File: src/rtl/pdce_pkg.sv
// Shared constants for the parallel-bus DMA cycle estimator.
package pdce_pkg;

	localparam int LENGTH_WIDTH_DEF = 24;
	localparam int ADDR_W           = 32;
	localparam int TOTAL_W          = 32;

	// configuration port
	localparam int CFG_DATA_W  = 8;
	localparam int CFG_INDEX_W = 3;
	localparam int LAT_W       = 8;
	localparam int PULSE_W     = 8;
	localparam int CODE_W      = 4;
	localparam int REL_W       = 2;

	localparam logic [CFG_INDEX_W-1:0] CFG_DOM1_LATENCY = 3'd0;
	localparam logic [CFG_INDEX_W-1:0] CFG_DOM1_PULSE   = 3'd1;
	localparam logic [CFG_INDEX_W-1:0] CFG_DOM1_PAGE    = 3'd2;
	localparam logic [CFG_INDEX_W-1:0] CFG_DOM1_RELEASE = 3'd3;
	localparam logic [CFG_INDEX_W-1:0] CFG_DOM2_LATENCY = 3'd4;
	localparam logic [CFG_INDEX_W-1:0] CFG_DOM2_PULSE   = 3'd5;
	localparam logic [CFG_INDEX_W-1:0] CFG_DOM2_PAGE    = 3'd6;
	localparam logic [CFG_INDEX_W-1:0] CFG_DOM2_RELEASE = 3'd7;

	// timing domains
	localparam int DOM1 = 0;
	localparam int DOM2 = 1;
	localparam logic [7:0] REGION_DOM2_SOLO  = 8'd5;
	localparam logic [4:0] REGION_DOM2_BLOCK = 5'd1;   // regions 8..15 share bits 7..3

	// page geometry: page = 4 << code, so the shift is 2..17
	localparam int PAGE_SHIFT_BASE = 2;
	localparam int SHIFT_W         = 5;
	localparam int PAGE_OFS_W      = 17;
	localparam int PAGE_W          = PAGE_OFS_W + 1;

	// cost terms
	localparam int FAC_W            = 9;
	localparam int PAGE_BASE_CYCLES = 15;
	localparam int STROBE_EXTRA     = 2;
	localparam int BUFFER_BYTES     = 128;
	localparam int BUFFER_LOG2      = 7;
	localparam int BUFFER_PENALTY   = 28;

endpackage

File: src/rtl/parallel_dma_cycle_estimator_unit.sv
// Top level: four-stage pipeline that estimates parallel-bus DMA cycle counts.
//
//  channel  | direction | payload
//  ---------+-----------+-----------------------------------------------------
//  s_axis   | in        | tdata: start_addr, length_minus_one
//  m_axis   | out       | tdata: total_cycles
//  cfg      | in        | cfg_we, cfg_index (register 0..7), cfg_wdata
//
//  One item per cycle while m_axis does not stall, through four register stages:
//  domain select, page span, multiply, sum and saturate.
//  Stage four is the output register; a waiting result blocks the input only once
//  stages one to three are full as well.
//  A stall on m_axis holds stage four; a stage above holds only while all below are full.
//  arst_n clears all valid bits and the timing registers, which reset to zero.
module parallel_dma_cycle_estimator_unit #(
	parameter int LENGTH_WIDTH = pdce_pkg::LENGTH_WIDTH_DEF
) (
	input  logic clk,
	input  logic arst_n,

	input  logic                                        s_axis_tvalid,
	output logic                                        s_axis_tready,
	// [31:0] start_addr, [31+LENGTH_WIDTH:32] length_minus_one, zero fill above
	input  logic [((pdce_pkg::ADDR_W+LENGTH_WIDTH+7)/8)*8-1:0] s_axis_tdata,

	output logic                           m_axis_tvalid,
	input  logic                           m_axis_tready,
	// [31:0] total_cycles
	output logic [pdce_pkg::TOTAL_W-1:0]   m_axis_tdata,

	input  logic                               cfg_we,
	input  logic [pdce_pkg::CFG_INDEX_W-1:0]   cfg_index,
	input  logic [pdce_pkg::CFG_DATA_W-1:0]    cfg_wdata
);

	localparam int AW      = pdce_pkg::ADDR_W;
	localparam int OFS_W   = pdce_pkg::PAGE_OFS_W;
	localparam int PGSZ_W  = pdce_pkg::PAGE_W;
	localparam int FAC_W   = pdce_pkg::FAC_W;
	localparam int SH_W    = pdce_pkg::SHIFT_W;
	localparam int BW      = LENGTH_WIDTH + 1;
	localparam int END_W   = ((BW > OFS_W) ? BW : OFS_W) + 1;
	localparam int PG_W    = END_W - 1;
	localparam int MIDB_W  = END_W - pdce_pkg::BUFFER_LOG2;
	localparam int BUF_W   = MIDB_W + 1;
	localparam int PART_W  = (BW > OFS_W + 2) ? BW : OFS_W + 2;
	localparam int PA_W    = FAC_W + PG_W;
	localparam int PB_W    = FAC_W + LENGTH_WIDTH;
	localparam int SUM_W0  = PA_W + 2;
	localparam int SUM_W   = (SUM_W0 > pdce_pkg::TOTAL_W) ? SUM_W0 : pdce_pkg::TOTAL_W + 1;

	// ---------------- configuration registers ----------------
	logic [pdce_pkg::LAT_W-1:0]   lat_q   [2];
	logic [pdce_pkg::PULSE_W-1:0] pulse_q [2];
	logic [pdce_pkg::CODE_W-1:0]  code_q  [2];
	logic [pdce_pkg::REL_W-1:0]   rel_q   [2];

	always_ff @(posedge clk or negedge arst_n) begin
		if (!arst_n) begin
			lat_q   <= '{default: '0};
			pulse_q <= '{default: '0};
			code_q  <= '{default: '0};
			rel_q   <= '{default: '0};
		end else if (cfg_we) begin
			case (cfg_index)
				pdce_pkg::CFG_DOM1_LATENCY: lat_q[pdce_pkg::DOM1]   <= cfg_wdata;
				pdce_pkg::CFG_DOM1_PULSE:   pulse_q[pdce_pkg::DOM1] <= cfg_wdata;
				pdce_pkg::CFG_DOM1_PAGE:    code_q[pdce_pkg::DOM1]  <= cfg_wdata[pdce_pkg::CODE_W-1:0];
				pdce_pkg::CFG_DOM1_RELEASE: rel_q[pdce_pkg::DOM1]   <= cfg_wdata[pdce_pkg::REL_W-1:0];
				pdce_pkg::CFG_DOM2_LATENCY: lat_q[pdce_pkg::DOM2]   <= cfg_wdata;
				pdce_pkg::CFG_DOM2_PULSE:   pulse_q[pdce_pkg::DOM2] <= cfg_wdata;
				pdce_pkg::CFG_DOM2_PAGE:    code_q[pdce_pkg::DOM2]  <= cfg_wdata[pdce_pkg::CODE_W-1:0];
				pdce_pkg::CFG_DOM2_RELEASE: rel_q[pdce_pkg::DOM2]   <= cfg_wdata[pdce_pkg::REL_W-1:0];
				default: ;
			endcase
		end
	end

	// ---------------- stall chain ----------------
	logic valid_s1, valid_s2, valid_s3, valid_s4;
	logic en1, en2, en3, en4;

	assign en4 = !valid_s4 || m_axis_tready;
	assign en3 = !valid_s3 || en4;
	assign en2 = !valid_s2 || en3;
	assign en1 = !valid_s1 || en2;
	assign s_axis_tready = en1;

	always_ff @(posedge clk or negedge arst_n) begin
		if (!arst_n) begin
			valid_s1 <= 1'b0;
			valid_s2 <= 1'b0;
			valid_s3 <= 1'b0;
			valid_s4 <= 1'b0;
		end else begin
			if (en1) valid_s1 <= s_axis_tvalid;
			if (en2) valid_s2 <= valid_s1;
			if (en3) valid_s3 <= valid_s2;
			if (en4) valid_s4 <= valid_s3;
		end
	end

	// ---------------- stage 1: domain, page shift, offset ----------------
	logic [AW-1:0]           addr;
	logic [LENGTH_WIDTH-1:0] len;
	logic                    dom2;
	logic                    dsel;
	logic [SH_W-1:0]         shift_in;
	logic [OFS_W-1:0]        mask_in;

	assign addr = s_axis_tdata[AW-1:0];
	assign len  = s_axis_tdata[AW +: LENGTH_WIDTH];
	assign dom2 = (addr[31:24] == pdce_pkg::REGION_DOM2_SOLO)
	           || (addr[31:27] == pdce_pkg::REGION_DOM2_BLOCK);
	assign dsel = dom2;
	assign shift_in = SH_W'(code_q[dsel]) + SH_W'(pdce_pkg::PAGE_SHIFT_BASE);
	assign mask_in  = ~({OFS_W{1'b1}} << shift_in);

	logic [SH_W-1:0]         shift_s1;
	logic [OFS_W-1:0]        mask_s1;
	logic [OFS_W-1:0]        offset_s1;
	logic [LENGTH_WIDTH-1:0] lenor_s1;   // bytes - 1, with bytes rounded up to even
	logic [LENGTH_WIDTH-1:0] hw_s1;      // halfwords = bytes / 2, rounded up
	logic [FAC_W-1:0]        latf_s1;
	logic [FAC_W-1:0]        hwf_s1;

	always_ff @(posedge clk) begin
		if (en1 && s_axis_tvalid) begin
			shift_s1  <= shift_in;
			mask_s1   <= mask_in;
			offset_s1 <= addr[OFS_W-1:0] & mask_in;
			lenor_s1  <= len | LENGTH_WIDTH'(1);
			hw_s1     <= (len >> 1) + LENGTH_WIDTH'(1);
			latf_s1   <= FAC_W'(lat_q[dsel]) + FAC_W'(pdce_pkg::PAGE_BASE_CYCLES);
			hwf_s1    <= FAC_W'(pulse_q[dsel]) + FAC_W'(rel_q[dsel])
			           + FAC_W'(pdce_pkg::STROBE_EXTRA);
		end
	end

	// ---------------- stage 2: page span ----------------
	logic [END_W-1:0]  endm1;
	logic [END_W-1:0]  mask_ext;
	logic [PGSZ_W-1:0] page;

	assign endm1    = END_W'(offset_s1) + END_W'(lenor_s1);
	assign mask_ext = END_W'(mask_s1);
	assign page     = PGSZ_W'(1) << shift_s1;

	logic [PG_W-1:0]         pages_s2;
	logic [OFS_W-1:0]        tail_s2;
	logic                    ofs_zero_s2;
	logic [PGSZ_W-1:0]       head_s2;
	logic [END_W-1:0]        mid_s2;
	logic [LENGTH_WIDTH-1:0] hw_s2;
	logic [FAC_W-1:0]        latf_s2;
	logic [FAC_W-1:0]        hwf_s2;

	always_ff @(posedge clk) begin
		if (en2 && valid_s1) begin
			pages_s2    <= PG_W'(endm1 >> shift_s1) + PG_W'(1);
			tail_s2     <= (endm1[OFS_W-1:0] + OFS_W'(1)) & mask_s1;
			ofs_zero_s2 <= (offset_s1 == '0);
			head_s2     <= page - PGSZ_W'(offset_s1);
			// bytes in whole pages strictly between the first and the last
			mid_s2      <= (endm1 & ~mask_ext) - END_W'(page);
			hw_s2       <= hw_s1;
			latf_s2     <= latf_s1;
			hwf_s2      <= hwf_s1;
		end
	end

	// ---------------- stage 3: buffers, partial bytes, products ----------------
	logic [BW-1:0]     bytes2;
	logic              single;
	logic [BUF_W-1:0]  buf_n;
	logic [PART_W-1:0] part_n;

	assign bytes2 = {hw_s2, 1'b0};
	assign single = (pages_s2 == PG_W'(1));

	always_comb begin
		if (single) begin
			buf_n  = BUF_W'(bytes2 == BW'(pdce_pkg::BUFFER_BYTES));
			part_n = (bytes2 == BW'(pdce_pkg::BUFFER_BYTES)) ? '0 : PART_W'(bytes2);
		end else begin
			buf_n  = BUF_W'(mid_s2[END_W-1:pdce_pkg::BUFFER_LOG2])
			       + BUF_W'(ofs_zero_s2) + BUF_W'(tail_s2 == '0);
			part_n = (ofs_zero_s2 ? '0 : PART_W'(head_s2)) + PART_W'(tail_s2);
		end
	end

	logic [BUF_W-1:0]  buf_s3;
	logic [PART_W-1:0] part_s3;
	logic [PA_W-1:0]   pa_s3;
	logic [PB_W-1:0]   pb_s3;

	always_ff @(posedge clk) begin
		if (en3 && valid_s2) begin
			buf_s3  <= buf_n;
			part_s3 <= part_n;
			pa_s3   <= PA_W'(latf_s2) * PA_W'(pages_s2);
			pb_s3   <= PB_W'(hwf_s2) * PB_W'(hw_s2);
		end
	end

	// ---------------- stage 4: sum and saturate ----------------
	logic [SUM_W-1:0] sum;

	assign sum = SUM_W'(pa_s3) + SUM_W'(pb_s3)
	           + SUM_W'(buf_s3) * SUM_W'(pdce_pkg::BUFFER_PENALTY)
	           + SUM_W'(part_s3);

	logic [pdce_pkg::TOTAL_W-1:0] total_s4;

	always_ff @(posedge clk) begin
		if (en4 && valid_s3) begin
			total_s4 <= (|sum[SUM_W-1:pdce_pkg::TOTAL_W]) ? '1 : sum[pdce_pkg::TOTAL_W-1:0];
		end
	end

	assign m_axis_tvalid = valid_s4;
	assign m_axis_tdata  = total_s4;

endmodule

File: config.mk
export PLATFORM = sky130hd
export DESIGN_NAME = parallel_dma_cycle_estimator_unit
export DESIGN_NICKNAME = d
export VERILOG_FILES = /design/src/rtl/pdce_pkg.sv /design/src/rtl/parallel_dma_cycle_estimator_unit.sv
export SDC_FILE = /design/constraint.sdc
export NUM_CORES = 2
export LEC_CHECK = 0
export BUFFER_PORTS_ARGS = -buffer_cell sky130_fd_sc_hd__buf_2
export CAP_MARGIN = 20
export CORE_MARGIN = 3
export CORE_UTILIZATION = 50
export DETAILED_ROUTE_END_ITERATION = 8
export HOLD_SLACK_MARGIN = 0.1
export PLACE_DENSITY_LB_ADDON = 0.08
export SLEW_MARGIN = 20
export SYNTH_ARGS = -nofsm -noshare
export SYNTH_HDL_FRONTEND = slang
export SYNTH_SLANG_ARGS = --single-unit
File: constraint.sdc
create_clock -name clk -period 18.8 [get_ports clk]
set_input_delay 1.88 -clock clk [delete_from_list [all_inputs] [get_ports clk]]
set_output_delay 1.88 -clock clk [all_outputs]
set_load 0.005 [all_outputs]
After elaboration in Yosys (flattened, before gate mapping)
Cells that the tools add are included.
{"block": "op_classes", "add_sub_neg": 16, "n_mux": 16, "reduce_logical": 25, "n_eq_ne": 11, "multipliers": 3, "bitwise_logic": 6, "n_shift": 3, "magnitude_cmp": 1}
{"op": "$mux 25", "n": 2}
{"op": "$mux 8", "n": 6}
{"op": "$add 35x25->36", "n": 1}
{"op": "$add 36x25->36", "n": 1}
{"op": "$add 34x33->35", "n": 1}
{"op": "$and 17x17->17", "n": 2}
{"op": "$logic_not 17->1", "n": 2}
{"op": "$mul 9x25->34", "n": 1}
{"op": "$mul 9x24->33", "n": 1}
{"op": "$and 25x26->26", "n": 1}
{"op": "$not 17->26", "n": 1}
{"op": "$sub 26x18->26", "n": 1}
{"op": "$add 17x24->25", "n": 1}
{"op": "$add 25x1->25 const B", "n": 1}
{"op": "$eq 25x1->1 const B", "n": 1}
{"op": "$shr 25x5->25", "n": 1}
{"op": "$add 23x1->24 const B", "n": 1}
{"op": "$eq 24x7->1 const B", "n": 1}
{"op": "$mul 20x3->23 const B", "n": 1}
{"op": "$add 19x1->20", "n": 1}
{"op": "$add 20x1->20", "n": 1}
{"op": "$add 18x17->19", "n": 1}
{"op": "$mux 18", "n": 1}
{"op": "$shl 1x5->18 const A", "n": 1}
{"op": "24 further kinds", "n": 49}
{"block": "totals", "reg_bits": 425}

Logic depth before layout (Yosys ltp)
{"block": "depth", "word_depth": 10, "ltp_mapped": 31}

Least setup slack after synthesis
Ideal clock, no wire load.
{"block": "synth_path", "path_type": "flip-flop to flip-flop", "start": "register buf_s3[0]", "end": "register total_s4, in the netlist m_axis_tdata[30], data pin", "setup_ps": 283, "period_less_slack_ps": 6937, "n_path_buf": 1, "t_required_ps": 18517, "path_slack_ps": 11863, "stages_incl_launch_ff": 31, "arrival_time_ps": 6654, "cell_sequence": "edfxtp_1 fa_1 ha_1 fa_1 a21o_1 a21oi_1 o21bai_1 a21oi_1 nor2b_1 o21a_1 o21ai_0 a21oi_1 o41ai_1 o21ai_0 nor2_1 xnor2_1 fa_1 inv_1 fa_1 inv_1 ha_1 o21ai_0 nor2b_1 nor3_1 o21ai_0 nand3_1 and3_1 a311o_1 a21oi_1 clkbuf_1 o211ai_1"}
{"block": "synth_between", "elab_chain_len": 4}
{"element": "start: declaration", "line": "parallel_dma_cycle_estimator_unit.sv:192", "source": "logic [BUF_W-1:0] buf_s3;"}
{"element": "start signal: assignment", "line": "parallel_dma_cycle_estimator_unit.sv:199", "source": "buf_s3 <= buf_n;"}
{"element": "$mul 20x3->23 *", "line": "parallel_dma_cycle_estimator_unit.sv:210", "source": "+ SUM_W'(buf_s3) * SUM_W'(pdce_pkg::BUFFER_PENALTY)"}
{"element": "$add 35x25->36 *", "line": "parallel_dma_cycle_estimator_unit.sv:210"}
{"element": "$add 36x25->36 *", "line": "parallel_dma_cycle_estimator_unit.sv:211", "source": "+ SUM_W'(part_s3);"}
{"element": "$reduce_or 4->1", "line": "parallel_dma_cycle_estimator_unit.sv:217", "source": "total_s4 <= (|sum[SUM_W-1:pdce_pkg::TOTAL_W]) ? '1 : sum[pdce_pkg::TOTAL_W-1:0];"}
{"element": "end signal: assignment", "line": "parallel_dma_cycle_estimator_unit.sv:217"}
{"element": "end: declaration", "line": "parallel_dma_cycle_estimator_unit.sv:213", "source": "logic [pdce_pkg::TOTAL_W-1:0] total_s4;"}
Every way passes the cells marked *; elsewhere a longest branch is shown, timed or not.
A chain may end at the register's enable or synchronous reset.

Worst setup path in the final report
{"block": "layout_path", "start": "register buf_s3[0]", "end": "register total_s4, in the netlist m_axis_tdata[21], data pin"}
The elaborated chain is that of the path after synthesis.

==> results.toml <==
[run_status]
outcome = "finished clean"

[sta]
timing.final.crit_share_pct = 42.9
worst_pin_slew_ns = 1.10
setup_violations = 0
rsz0062_at_grt = "no"
fin_crit_ns = 8.06
clock_skew_ns = 0.0375
fmax_mhz = 124
relSlewSlack_pct = 26.7
whs_ns = 0.417
finalMaxSlewViolations = 0
hold_viol = 0
setup_tns_ns = 0

[clocking]
cts_resized = 0
ctsHoldBuffers = 0
numCtsBuffers = 46
cts.clk_slew.worst_paths_ns = 0.06
clk-insertion-delay-late_ns = 0.61
ctsRootBufferMaster = "clkbuf_16"
htreeDepth = 2
cts_tree = "yes"
cts.sinks = 417
post-cts-setup-buffer-count = 0
clk_path_buf_depth = 3

[min_path]
hold_path_end = "hw_s2[7]"
hold_class = "flop to flop"
worstHoldPathCells = 0
min_from = "hw_s1[7]"

[critical_path]
end_kind = "flop"
arrival_ns = 8.34
worst-setup-path-type = "flop to flop"
cp_max_fo = 32
startpoint_type = "flop"
required_ns = 19.08
reg2reg_depth = 27
regToRegEndpoint = "m_axis_tdata[21]"
reg2reg_slack_ns = 10.74
rr_startpoint = "buf_s3[0]"

[detailed_routing]
ant_nets = 0
wl_um = 104000
wl_per_cell_um = 20.6
via_per_inst = 5.63
drtIter0Drc = 2111
vias = 28500
dr.pass1.iters = 6
drc = 0

[die]
die_h_um = 287
core_sq_um = 77800
rows = 102
die_x_um = 287
initial_core_util_pct = 50.7
boundaryPins = 106
die-area_sq_um = 82400

[yosys]
syn_inst = 3960
synthTopCellsByArea = "edfxtp_1, fa_1, ha_1"
synth_top_area_share_pct = 28.1
synth-seq-cells = 417
yosysTopAreaCell = "edfxtp_1"
synth_cell_types = 95
async_reset_ff_share_pct = 11.5
ys_warn_count = 0
ys.flop_type = "edfxtp_1"
synth_edf_count = 369
syn_area_sq_um = 39500
syn_avg_cell_area_sq_um = 9.97
syn_nets = 4681
yosysSeqAreaShare_pct = 31.1

[place]
dp_hpwl_um = 82800
place.gp.congestion = 0.973
io_buffers = 97

[global_route]
grt_max_degree = 76
grt_pass1_vias = 28400
grt_pass1_wl_um = 164000
overflow = 0
antenna_found_initial = 1
grt_use_total_pct = 25.6

[run]
drv_cap = 0

[cells_and_area]
syn_to_final_growth_pct = 7.57
final_util_pct = 54.6
diodes = 0
drive_above_1_share_pct = 7.77
nets = 4699
-- area by class of cell --
cell class	count	area, sq um
fill	7073	35400
multi-input combinational	2923	24900
sequential	417	12300
inverter	459	1720
tap	1040	1300
clock buffer	62	1250
timing repair buffer	131	747
clock inverter	24	279
-- stage by stage --
stage	setup WS, ns	cells	area (sq um)
detailed placement	10.82	4969	40900
CTS	10.77	5055	42500
floorplan	11.86	3960	39500
global placement	10.68	4969	40900
finish	10.74	5056	42500
global route	9.94	5056	42500
-- placed cells by master (no fill, tap or decap), types with 17 or more instances in the layout --
cell type	netlist	layout
buf_4	6	34
mux2_2	49	49
o21ai_0	126	125
nand2b_1	31	31
ha_1	258	258
nor2b_1	44	43
nand2_1	480	480
nor4_1	28	28
and2_1	210	207
a21oi_1	126	125
or2_2	17	17
a21boi_0	18	18
nand4_1	32	32
a31oi_1	22	22
dfrtp_1	48	48
and3_1	39	39
nor3_1	57	55
or3_1	28	28
edfxtp_1	369	369
xor2_1	58	58
o21a_1	29	29
xnor2_1	139	139
fa_1	391	391
buf_2	13	96
nor2_1	229	228
nand3_1	83	83
clkbuf_16	0	47
o211ai_1	57	57
mux2i_1	26	26
a211oi_1	41	41
a21o_1	42	42
and4_1	19	19
inv_1	458	458
-- flip-flops by register name, indices dropped and copies added, names as in the netlist, 8 cells and up --
| signal | cells |
|---|---|
| pa_s3 | 34 |
| hwf_s1 | 9 |
| code_q | 8 |
| latf_s1 | 9 |
| lenor_s1 | 23 |
| head_s2 | 18 |
| hw_s1 | 24 |
| m_axis_tdata | 32 |
| mask_s1 | 17 |
| buf_s3 | 20 |
| lat_q | 16 |
| latf_s2 | 9 |
| mid_s2 | 19 |
| offset_s1 | 17 |
| hw_s2 | 24 |
| pb_s3 | 33 |
| pulse_q | 16 |
| pages_s2 | 25 |
| hwf_s2 | 9 |
| tail_s2 | 17 |
| part_s3 | 25 |
-- critical path: stages, from the launching register on --
cell      delay, ns
edfxtp_1       0.47
fa_1           0.51
ha_1           0.22
fa_1           0.41
a21o_1         0.20
a21oi_1        0.22
o21bai_1       0.09
a21oi_1        0.23
nor2b_1        0.07
o21a_1         0.18
o21ai_0        0.24
a21oi_1        0.16
o41ai_1        0.39
o21ai_0        0.22
o41ai_1        0.45
xnor2_1        0.18
fa_1           0.50
inv_1          0.06
fa_1           0.49
inv_1          0.04
ha_1           0.34
nand2_1        0.09
a211o_1        0.29
nand3_1        0.15
and3_1         0.21
a311o_1        0.25
and4_1         0.90
o211ai_1       0.16
-- cell usage after synthesis (all sizes together), types with 48 or more instances --
library cell	number
nand3	83
inv	459
xor2	58
edfxtp	369
clkbuf	130
ha	258
nor3	57
and2	211
nor2	229
fa	391
nand2	480
a21oi	131
xnor2	139
o21ai	138
dfrtp	48
mux2	49
o211ai	59
-- per-layer routing --
layer,GRT usage (%),routed length (um),up-vias
met2,41.2,47600,817
li1,-,-,13600
met3,3.57,5980,168
met1,35.9,46800,13900
met4,8.59,3750,0
met5,0,0,-
-- cells by family after synthesis --
logic type                 after synthesis  synth area share, %
xor gates and xnor gates               197                 4.37
adders and majority gates              649                 28.0
DFF                                    417                 31.1
muxes                                   79                 2.28
AOI/OAI and AO/OA                      659                 11.6
and+or+nand+nor                       1339                 16.7
buffers and inverters                  620                 6.03
-- worst max-delay path by stage --
| stage | start | to | cells after the start |
|---|---|---|---|
| 2_1_floorplan | buf_s3[0] | m_axis_tdata[30] | 30 |
| 3_3_place_gp | buf_s3[0] | m_axis_tdata[24] | 28 |
| 3_5_place_dp | buf_s3[0] | m_axis_tdata[7] | 27 |
| 4_1_cts | buf_s3[0] | m_axis_tdata[21] | 27 |
| 5_1_grt | buf_s3[0] | m_axis_tdata[18] | 28 |
| 6_report | buf_s3[0] | m_axis_tdata[21] | 27 |
Power is not shown: default switching activity piles up to over one toggle a cycle in this logic, so the estimate is an artifact.
